<file path="config.mk">
export PLATFORM = sky130hd
export DESIGN_NAME = elevator_stop_scheduler_top
export DESIGN_NICKNAME = d
export VERILOG_FILES = /design/src/hdl/ess_pkg.sv /design/src/hdl/elevator_stop_scheduler_top.sv
export VERILOG_INCLUDE_DIRS = /design/src /design/src/hdl
export SDC_FILE = /design/constraint.sdc
export NUM_CORES = 1
export LEC_CHECK = 0
export ABC_AREA = 1
export BUFFER_PORTS_ARGS = -buffer_cell sky130_fd_sc_hd__buf_2
export CELL_PAD_IN_SITES_DETAIL_PLACEMENT = 0
export CELL_PAD_IN_SITES_GLOBAL_PLACEMENT = 1
export CORE_AREA = 2 2 193 195
export DETAILED_ROUTE_END_ITERATION = 12
export DIE_AREA = 0 0 195 197
export PLACE_DENSITY_LB_ADDON = 0.1
export SYNTH_ARGS = -nofsm -noshare
export SYNTH_HDL_FRONTEND = slang
export SYNTH_SLANG_ARGS = --single-unit
</file>
<file path="constraint.sdc">
create_clock -name clk -period 6.8 [get_ports clk]
set_clock_uncertainty 0.1 [all_clocks]
set_input_delay 0 -clock clk [delete_from_list [all_inputs] [get_ports clk]]
set_output_delay 0 -clock clk [all_outputs]
set_load 0.05 [all_outputs]
</file>
<file path="src/hdl/elevator_stop_scheduler_top_defines.svh">
// Assertion macros for the elevator stop scheduler top level.
// Each macro expects signals named clk and rst in the scope where it is used.
`ifndef ELEVATOR_STOP_SCHEDULER_TOP_DEFINES_SVH
`define ELEVATOR_STOP_SCHEDULER_TOP_DEFINES_SVH

// Same-cycle implication, checked outside reset.
`define ESS_ASSERT_IMPLY(label, ante, cons, msg) \
  label: assert property (@(posedge clk) disable iff (rst) (ante) |-> (cons)) \
    else $error(msg);

// Next-cycle implication, checked outside reset.
`define ESS_ASSERT_NEXT(label, ante, cons, msg) \
  label: assert property (@(posedge clk) disable iff (rst) (ante) |=> (cons)) \
    else $error(msg);

`endif

</file>
<file path="src/hdl/ess_pkg.sv">
// Package for the elevator stop scheduler: sizes, codes and transaction types.
// No dependencies; imported by elevator_stop_scheduler_top.
`timescale 1ns / 1ps
`default_nettype none

package ess_pkg;

  localparam int STOP_SLOTS = 16;
  localparam int IDX_W      = $clog2(STOP_SLOTS);
  localparam int CNT_W      = $clog2(STOP_SLOTS + 1);
  localparam int ADDR_W     = $clog2(2 * STOP_SLOTS);
  localparam int CFG_IDX_W  = 2;
  localparam int CFG_DATA_W = 8;

  localparam logic signed [7:0] LOWEST_RESET  = -8'sd2;
  localparam logic signed [7:0] HIGHEST_RESET = 8'sd7;

  typedef enum logic [1:0] {
    KIND_ADD  = 2'd0,
    KIND_TICK = 2'd1,
    KIND_DEST = 2'd2
  } kind_t;

  typedef enum logic [1:0] {
    DIR_IDLE = 2'd0,
    DIR_UP   = 2'd1,
    DIR_DOWN = 2'd2
  } dir_t;

  typedef enum logic [1:0] {
    STAT_OK    = 2'd0,
    STAT_FULL  = 2'd1,
    STAT_RANGE = 2'd2,
    STAT_UNEXP = 2'd3
  } status_t;

  typedef enum logic [1:0] {
    REG_LOWEST  = 2'd0,
    REG_HIGHEST = 2'd1,
    REG_RUN     = 2'd2
  } cfg_reg_t;

  typedef struct packed {
    logic signed [7:0] floor;
    logic              kind;
  } stop_entry_t;

  typedef struct packed {
    logic [1:0]        kind;
    logic signed [7:0] floor;
    logic              call_direction;
    logic              stop_kind;
  } in_item_t;

  typedef struct packed {
    logic signed [7:0] floor_now;
    logic [1:0]        travel_direction;
    logic              moved;
    logic              arrived;
    logic              awaiting_destination;
    logic              accepted;
    logic [1:0]        status;
    logic [4:0]        up_pending;
    logic [4:0]        down_pending;
  } out_item_t;

  // True when a stored entry sorts after a new stop of floor f and kind k.
  function automatic logic goes_after(stop_entry_t e, logic signed [7:0] f, logic k);
    return (e.floor > f) || ((e.floor == f) && (e.kind > k));
  endfunction

endpackage

`default_nettype wire

</file>
<file path="src/hdl/elevator_stop_scheduler_top.sv">
// Elevator stop scheduler: two sorted stop lists in one synchronous RAM, car state in flops.
// Most events go straight to the result; a tick that takes a list head reads it from RAM
// first, and a sorted insert walks its list from the tail, reading one list entry per cycle.
// A new transaction can be accepted in the cycle after the previous result is loaded.
// Synchronous active-high reset clears control state and lists.
`timescale 1ns / 1ps
`default_nettype none

`include "elevator_stop_scheduler_top_defines.svh"

module elevator_stop_scheduler_top (
  input  logic                          clk,
  input  logic                          rst,
  input  logic                          in_valid,
  output logic                          in_ready,
  input  ess_pkg::in_item_t             in_data,
  output logic                          out_valid,
  input  logic                          out_ready,
  output ess_pkg::out_item_t            out_data,
  input  logic                          cfg_we,
  input  logic [ess_pkg::CFG_IDX_W-1:0] cfg_index,
  input  logic [ess_pkg::CFG_DATA_W-1:0] cfg_data
);
  import ess_pkg::*;

  // One-hot sequencer states.
  typedef enum logic [6:0] {
    ST_IDLE     = 7'b0000001,
    ST_INS_RD   = 7'b0000010,
    ST_INS_WALK = 7'b0000100,
    ST_INS_PUT  = 7'b0001000,
    ST_POP_RD   = 7'b0010000,
    ST_POP_TAKE = 7'b0100000,
    ST_OUT      = 7'b1000000
  } state_t;

  localparam logic [IDX_W:0]  SLOTS_WIDE = (IDX_W + 1)'(STOP_SLOTS);
  localparam logic [IDX_W-1:0] LAST_SLOT = IDX_W'(STOP_SLOTS - 1);
  localparam logic [CNT_W-1:0] FULL_COUNT = CNT_W'(STOP_SLOTS);

  // Configuration registers.
  logic signed [7:0] lowest_floor;
  logic signed [7:0] highest_floor;
  logic              run_enable;

  // Car state.
  logic signed [7:0] car_floor;
  logic signed [7:0] target_floor;
  dir_t              car_direction;
  logic              target_kind;
  logic              target_active;
  logic              waiting_destination;

  // Each list is a circular buffer in the RAM: the up list fills the lower half and
  // the down list the upper half. Popping the head only advances the head pointer,
  // so a sorted insert is the only operation that moves entries.
  logic [CNT_W-1:0] up_count;
  logic [CNT_W-1:0] down_count;
  logic [IDX_W-1:0] up_head;
  logic [IDX_W-1:0] down_head;

  // Sequencer registers. lsel picks the list being worked on (0 up, 1 down), and cur
  // is the position, counted from the head, of the entry under the read port.
  state_t           state;
  logic             lsel;
  logic [IDX_W-1:0] cur;
  stop_entry_t      ins_entry;
  logic             ins_dest;

  // Result flags gathered while the transaction is processed.
  logic    res_moved;
  logic    res_arrived;
  logic    res_accepted;
  status_t res_status;

  // Stop list RAM with a registered read port.
  stop_entry_t      mem [2 * STOP_SLOTS];
  logic [ADDR_W-1:0] mem_raddr;
  logic [ADDR_W-1:0] mem_waddr;
  stop_entry_t      mem_rdata;
  stop_entry_t      mem_wdata;
  logic             mem_we;

  // Combinational helpers.
  logic [CNT_W-1:0]  sel_count;
  logic [IDX_W-1:0]  sel_head;
  logic              add_sel;
  logic              add_kind;
  logic [CNT_W-1:0]  add_count;
  logic              add_in_range;
  logic              target_in_range;
  logic signed [7:0] step_floor;
  logic [CNT_W-1:0]  dir_count;
  logic              walk_after;
  logic              ins_done;

  // Maps a list select, its head and a position from the head to a RAM address.
  function automatic logic [ADDR_W-1:0] slot_addr(logic sel, logic [IDX_W-1:0] head,
                                                  logic [IDX_W-1:0] idx);
    logic [IDX_W:0]    sum;
    logic [IDX_W:0]    wrapped;
    logic [ADDR_W-1:0] base;
    sum = {1'b0, head} + {1'b0, idx};
    if (sum >= SLOTS_WIDE) begin
      wrapped = sum - SLOTS_WIDE;
    end else begin
      wrapped = sum;
    end
    base = sel ? ADDR_W'(STOP_SLOTS) : '0;
    return base + ADDR_W'(wrapped);
  endfunction

  assign in_ready = (state == ST_IDLE);

  assign sel_count = lsel ? down_count : up_count;
  assign sel_head  = lsel ? down_head : up_head;

  // A destination goes to the up list when it lies above the car, else down.
  assign add_sel   = (kind_t'(in_data.kind) == KIND_DEST) ? !(in_data.floor > car_floor)
                                                          : in_data.call_direction;
  assign add_kind  = (kind_t'(in_data.kind) == KIND_DEST) ? 1'b1 : in_data.stop_kind;
  assign add_count = add_sel ? down_count : up_count;

  assign add_in_range    = (in_data.floor >= lowest_floor) && (in_data.floor <= highest_floor);
  assign target_in_range = (target_floor >= lowest_floor) && (target_floor <= highest_floor);

  always_comb begin
    if (car_floor == target_floor) begin
      step_floor = car_floor;
    end else if (target_floor > car_floor) begin
      step_floor = car_floor + 8'sd1;
    end else begin
      step_floor = car_floor - 8'sd1;
    end
  end

  assign dir_count = (car_direction == DIR_DOWN) ? down_count : up_count;

  // The insert walks from the tail toward the head. Each cycle the entry read in the
  // previous cycle is either shifted up one place or, once it sorts at or before the
  // new stop, the new stop is written just above it. Writes land one place above the
  // entry just read, so the read and write ports never touch the same entry.
  assign walk_after = goes_after(mem_rdata, ins_entry.floor, ins_entry.kind);
  assign ins_done   = (state == ST_INS_PUT) || ((state == ST_INS_WALK) && !walk_after);

  always_comb begin
    mem_raddr = slot_addr(lsel, sel_head, cur);
    if (state == ST_INS_WALK) begin
      mem_raddr = slot_addr(lsel, sel_head, cur - IDX_W'(1));
    end else if (state == ST_POP_RD) begin
      mem_raddr = slot_addr(lsel, sel_head, '0);
    end
  end

  always_comb begin
    mem_we    = 1'b0;
    mem_waddr = slot_addr(lsel, sel_head, cur);
    mem_wdata = ins_entry;
    if (state == ST_INS_WALK) begin
      mem_we    = 1'b1;
      mem_waddr = slot_addr(lsel, sel_head, cur + IDX_W'(1));
      mem_wdata = walk_after ? mem_rdata : ins_entry;
    end else if (state == ST_INS_PUT) begin
      mem_we = 1'b1;
    end
  end

  always_ff @(posedge clk) begin
    if (mem_we) begin
      mem[mem_waddr] <= mem_wdata;
    end
    mem_rdata <= mem[mem_raddr];
  end

  // Main sequencer. Every transaction ends in ST_OUT, which waits for the output
  // register to be free and then loads the result from the updated state.
  always_ff @(posedge clk) begin
    if (rst) begin
      lowest_floor        <= LOWEST_RESET;
      highest_floor       <= HIGHEST_RESET;
      run_enable          <= 1'b1;
      car_floor           <= '0;
      target_floor        <= '0;
      car_direction       <= DIR_IDLE;
      target_kind         <= 1'b0;
      target_active       <= 1'b0;
      waiting_destination <= 1'b0;
      up_count            <= '0;
      down_count          <= '0;
      up_head             <= '0;
      down_head           <= '0;
      state               <= ST_IDLE;
      out_valid           <= 1'b0;
    end else begin
      if (cfg_we) begin
        unique case (cfg_reg_t'(cfg_index))
          REG_LOWEST:  lowest_floor  <= cfg_data;
          REG_HIGHEST: highest_floor <= cfg_data;
          REG_RUN:     run_enable    <= cfg_data[0];
          default: ;
        endcase
      end

      if (out_valid && out_ready) begin
        out_valid <= 1'b0;
      end

      unique case (state)
        ST_IDLE: begin
          if (in_valid) begin
            res_moved    <= 1'b0;
            res_arrived  <= 1'b0;
            res_accepted <= 1'b0;
            res_status   <= STAT_OK;
            state        <= ST_OUT;
            unique case (kind_t'(in_data.kind))
              KIND_ADD, KIND_DEST: begin
                if ((kind_t'(in_data.kind) == KIND_DEST) && !waiting_destination) begin
                  res_status <= STAT_UNEXP;
                end else if (!add_in_range) begin
                  res_status <= STAT_RANGE;
                end else if (add_count >= FULL_COUNT) begin
                  res_status <= STAT_FULL;
                end else begin
                  lsel      <= add_sel;
                  ins_entry <= '{floor: in_data.floor, kind: add_kind};
                  ins_dest  <= (kind_t'(in_data.kind) == KIND_DEST);
                  if (add_count == '0) begin
                    cur   <= '0;
                    state <= ST_INS_PUT;
                  end else begin
                    cur   <= IDX_W'(add_count - CNT_W'(1));
                    state <= ST_INS_RD;
                  end
                end
              end
              KIND_TICK: begin
                if (run_enable && !waiting_destination) begin
                  if (target_active) begin
                    if (!target_in_range) begin
                      // The limits moved past the target: drop it.
                      target_active <= 1'b0;
                      car_direction <= DIR_IDLE;
                      res_status    <= STAT_RANGE;
                    end else begin
                      car_floor <= step_floor;
                      res_moved <= (car_floor != target_floor);
                      if (step_floor == target_floor) begin
                        res_arrived   <= 1'b1;
                        target_active <= 1'b0;
                        car_direction <= DIR_IDLE;
                        if (!target_kind) begin
                          waiting_destination <= 1'b1;
                        end
                      end
                    end
                  end else if ((car_direction == DIR_UP) || (car_direction == DIR_DOWN)) begin
                    if (dir_count == '0) begin
                      car_direction <= DIR_IDLE;
                    end else begin
                      lsel  <= (car_direction == DIR_DOWN);
                      state <= ST_POP_RD;
                    end
                  end else if (up_count != '0) begin
                    car_direction <= DIR_UP;
                  end else if (down_count != '0) begin
                    car_direction <= DIR_DOWN;
                  end else begin
                    car_direction <= DIR_IDLE;
                  end
                end
              end
              default: begin
                res_status <= STAT_UNEXP;
              end
            endcase
          end
        end
        ST_INS_RD: begin
          state <= ST_INS_WALK;
        end
        ST_INS_WALK: begin
          if (walk_after) begin
            if (cur == '0) begin
              state <= ST_INS_PUT;
            end else begin
              cur <= cur - IDX_W'(1);
            end
          end
        end
        ST_INS_PUT: begin
        end
        ST_POP_RD: begin
          state <= ST_POP_TAKE;
        end
        ST_POP_TAKE: begin
          target_floor  <= mem_rdata.floor;
          target_kind   <= mem_rdata.kind;
          target_active <= 1'b1;
          if (lsel) begin
            down_count <= down_count - CNT_W'(1);
            down_head  <= (down_head == LAST_SLOT) ? '0 : down_head + IDX_W'(1);
          end else begin
            up_count <= up_count - CNT_W'(1);
            up_head  <= (up_head == LAST_SLOT) ? '0 : up_head + IDX_W'(1);
          end
          state <= ST_OUT;
        end
        ST_OUT: begin
          if (!out_valid || out_ready) begin
            out_valid                     <= 1'b1;
            out_data.floor_now            <= car_floor;
            out_data.travel_direction     <= car_direction;
            out_data.moved                <= res_moved;
            out_data.arrived              <= res_arrived;
            out_data.awaiting_destination <= waiting_destination;
            out_data.accepted             <= res_accepted;
            out_data.status               <= res_status;
            out_data.up_pending           <= 5'(up_count);
            out_data.down_pending         <= 5'(down_count);
            state                         <= ST_IDLE;
          end
        end
        default: begin
          state <= ST_IDLE;
        end
      endcase

      // The new stop has been written: the list grows by one.
      if (ins_done) begin
        if (lsel) begin
          down_count <= down_count + CNT_W'(1);
        end else begin
          up_count <= up_count + CNT_W'(1);
        end
        res_accepted <= 1'b1;
        if (ins_dest) begin
          waiting_destination <= 1'b0;
        end
        state <= ST_OUT;
      end
    end
  end

  // An insert only starts on a list with a free slot.
  `ESS_ASSERT_IMPLY(a_insert_has_room, (state == ST_INS_RD) || (state == ST_INS_PUT), sel_count < FULL_COUNT, "sorted insert running on a full stop list")
  // A live target always belongs to a direction and never coexists with a pending destination.
  `ESS_ASSERT_IMPLY(a_target_consistent, target_active, (car_direction != DIR_IDLE) && !waiting_destination, "active target without direction or while awaiting destination")
  // Every accepted transaction starts processing on the next cycle.
  `ESS_ASSERT_NEXT(a_accept_leaves_idle, in_valid && in_ready, state != ST_IDLE, "accepted transaction left the sequencer idle")

endmodule

`default_nettype wire

</file>
==> summary.log <==
[route] starting DRC count in detailed routing 827
[cts] insertion delay to the later sink of the worst-skew pair 560 ps
[cells_and_area] most frequent standard cell in the layout excluding fill and tap cells edfxtp_1
[synth] Seq cells post-synth 407
[global_routing] vias in the first global route 13,500
[floorplan] initial core utilization 53.7%
[critical_path] WS Path Type reg2reg
[cts] Post-CTS Resized 0
[worst_hold_path] Min-Delay Path Class in2reg
[synth] number of enable flip-flop cells after synthesis 334
[cts] clock slew at reported path FFs 60 ps
[sta] relative slew slack 24.2%
[sta] Final Max Slew Viols 0
[cells_and_area] nets 2,053
[route] number of iterations in the first detailed-routing pass 6
[cts] clock tree sinks 407
[worst_hold_path] hold worst-path end state[3]
[floorplan] DIE WIDTH 195 µm
[global_routing] wire length of the first global-routing pass 74,700 µm
[placed_design] half-perimeter wire length after placement 30,900 µm
[placed_design] Placed Cells incl. Taps 2,316
[route] remaining antenna violation count 0
[critical_path] endpoint arrival time on the critical path 4580 ps
[placed_design] Port Buf Inserts 54
[worst_hold_path] worst min-delay path startpoint in_data[1]
[route] number of design rule violations left after detail routing 0
[sta] RSZ-0062 raised after global routing no
[power_and_ir_drop] LEAKAGE 8.19 nW
[cts] CTS root buf clkbuf_16
[synth] share of the yosys chip area belonging to registers 59.0%
[route] vias after detailed routing 13,800
[cells_and_area] diode count 0
[global_routing] pin count of the biggest net entering global routing 101
[critical_path] largest fanout on the critical path 95
[cells_and_area] final instance area 21,800 µm²
[power_and_ir_drop] Worst VDD drop 0.000244 V
[synth] number of different library cells in the post-synthesis netlist 51
[synth] number of nets in the synthesized netlist 1,966
[status] result of the run finished clean
[cells_and_area] fraction of final layout cells with drive strength greater than 1 10.3%
[sta] worst hold slack 37.2 ps
[global_routing] number of antenna violations at the first check in global routing 0
[cells_and_area] number of cells in the finished layout apart from fillers 2,436
[cts] CTS Buffer Depth 3
[floorplan] IO Count 55
[synth] post-synthesis average cell area 10.5 µm²
[floorplan] total die area 38,400 µm²
[route] post-detailed-routing wire length 47,700 µm
[sta] shortest period the worst path allows 4180 ps
[sta] Max Clock Freq 239 MHz
[synth] post-synthesis async set-or-reset flop share 0%
[floorplan] Cell Rows 70
[placed_design] last weighted congestion value of the routability-driven placer 0.819
[cts] H-tree Lvls 2
[global_routing] GRT Resource Usage Total 25.4%
[sta] TNS Setup 0 ps
[synth] synthesized netlist cell count 1,851
[critical_path] data required time of the critical path 7210 ps
[route] routed length per placed instance 19.6 µm
[synth] Cell Area, Synth 19,500 µm²
[critical_path] FF-to-FF End mem_rdata[1]
[worst_hold_path] cell depth of the worst min-delay path 7
[cells_and_area] Finished Core Util 60.2%
[placed_design] DP Area 20,100 µm²
[critical_path] Worst R2R Start lsel
[critical_path] register-to-register path setup slack 2620 ps
[flow_run] max-cap check violation count 0
[critical_path] nature of the critical path startpoint flop
[sta] Final setup violation count 0
[cells_and_area] Area growth, synth to finish 12.0%
[global_routing] total grt overflow 0
[sta] total count of hold-check failures in the final report 0
[cells_and_area] commonest cells after routing, fill and taps aside edfxtp_1 (334), nand2_1 (274), nor2_1 (177), inv_1 (159), o211ai_1 (137)
[power_and_ir_drop] power density of the placed cells 274 nW/µm²
[floorplan] die height 197 µm
[cts] TritonCTS buffer count 42
[cells_and_area] total of fill cells in the finished design 3,034
[route] Via-to-Cell Ratio 5.67
[cts] TritonCTS clock tree built
[synth] yosys synthesis warning count 0
[synth] prevailing post-synth register cell edfxtp_1
[sta] final worst-path cycle share 61.4%
[critical_path] kind of end point of the critical path flop
[sta] slew of the pin with the lowest slew margin 1140 ps
[critical_path] number of cells on the worst reg-to-reg path 13
[floorplan] core area 36,300 µm²
-- report_power, final --
group / internal, mW / switching [mW]
clock: 1.20 / 0.938
sequential: 2.78 / 0.0374
combinational: 0.300 / 0.726
-- layer usage --
layer	vias to the layer above	GRT usage, %	part of all wire [%]
met2	450	42.6	47
met5	-	0	0
met4	0	10.7	3.6
met1	6524	33.1	42
li1	6719	-	-
met3	121	3.78	6.6
-- flip-flops by register name, indices dropped and copies added, names as in the netlist, 5 cells and up --
signal	cells
mem	288
out_data	26
ins_entry	9
mem_rdata	9
car_floor	8
highest_floor	8
lowest_floor	8
target_floor	8
state	7
down_count	5
up_count	5
-- timing repair --
action,4_1_cts,5_1_grt
buffers inserted,0,0
hold endpoints to repair,51,0
hold buffers,46,0
-- cell type report --
cell class | count | area [µm²] | area share, %
Timing Repair Buffer | 120 | 881 | 4.04
Multi-Input combinational cell | 1192 | 6940 | 31.8
Sequential cell | 407 | 11500 | 52.6
Tap cell | 468 | 586 | 2.68
Clock buffer | 51 | 1120 | 5.11
Clock inverter | 23 | 153 | 0.699
Inverter | 175 | 666 | 3.05
-- stage by stage --
step | setup WS [ps] | total power [mW]
2_1_floorplan | 3080 | 3.58
3_3_place_gp | 2800 | 3.86
3_5_place_dp | 2660 | 3.87
4_1_cts | 2670 | 6.02
5_1_grt | 2300 | 6.22
6_report | 2620 | 5.98
-- worst max path at each step --
stage,from,slack (ps),endpoint
after floorplan,ins_entry[2],3080,mem[0][0]
after global placement,lsel,2800,mem_rdata[1]
after detailed placement,lsel,2660,mem_rdata[1]
after CTS,lsel,2670,mem_rdata[1]
after global routing,lsel,2300,mem_rdata[1]
final,lsel,2620,mem_rdata[1]
-- cells in the mapped netlist (5+ instances only) --
| master | instances | area share [%] |
|---|---|---|
| inv_2 | 11 | 0.21 |
| xor2_1 | 21 | 0.94 |
| buf_6 | 10 | 0.58 |
| nand4_1 | 20 | 0.64 |
| nand3b_1 | 7 | 0.27 |
| clkbuf_1 | 21 | 0.40 |
| nand2_1 | 274 | 5.3 |
| o211ai_1 | 137 | 5.3 |
| o21ai_0 | 127 | 3.3 |
| nand3_1 | 108 | 2.8 |
| edfxtp_1 | 334 | 51 |
| buf_2 | 42 | 1.1 |
| dfxtp_1 | 73 | 7.5 |
| a211oi_1 | 5 | 0.19 |
| xnor2_1 | 7 | 0.31 |
| or2_1 | 43 | 1.4 |
| nor3_1 | 13 | 0.33 |
| inv_1 | 159 | 3.1 |
| a21oi_1 | 79 | 2.0 |
| ha_1 | 84 | 5.4 |
| o21ai_1 | 22 | 0.57 |
| or2_2 | 16 | 0.51 |
| o211ai_2 | 10 | 0.64 |
| nor2_1 | 177 | 3.4 |
-- cell families (layout without fill, tap and decap cells) --
family	count (synthesis)	in the layout	share of synthesized area [%]
simple gates	680	680	15.6
flops	407	407	59.0
compound gates	395	395	12.7
buf+inv	252	369	5.65
fa+ha+maj	88	88	5.81
xor+xnor	29	29	1.34
-- worst max-delay path, stage by stage, from the launching register on --
cell and delay, ps:
edfxtp_1 450, o21ai_0 490, ha_1 330, or2_1 270, nand2_4 110, buf_4 680
buf_4 640, or2_1 180, o211ai_1 80, o211ai_1 190, nand3_1 200, nand2_1 180
nand2_1 70, nand2_1 60
(Power assumes the default switching activity.)
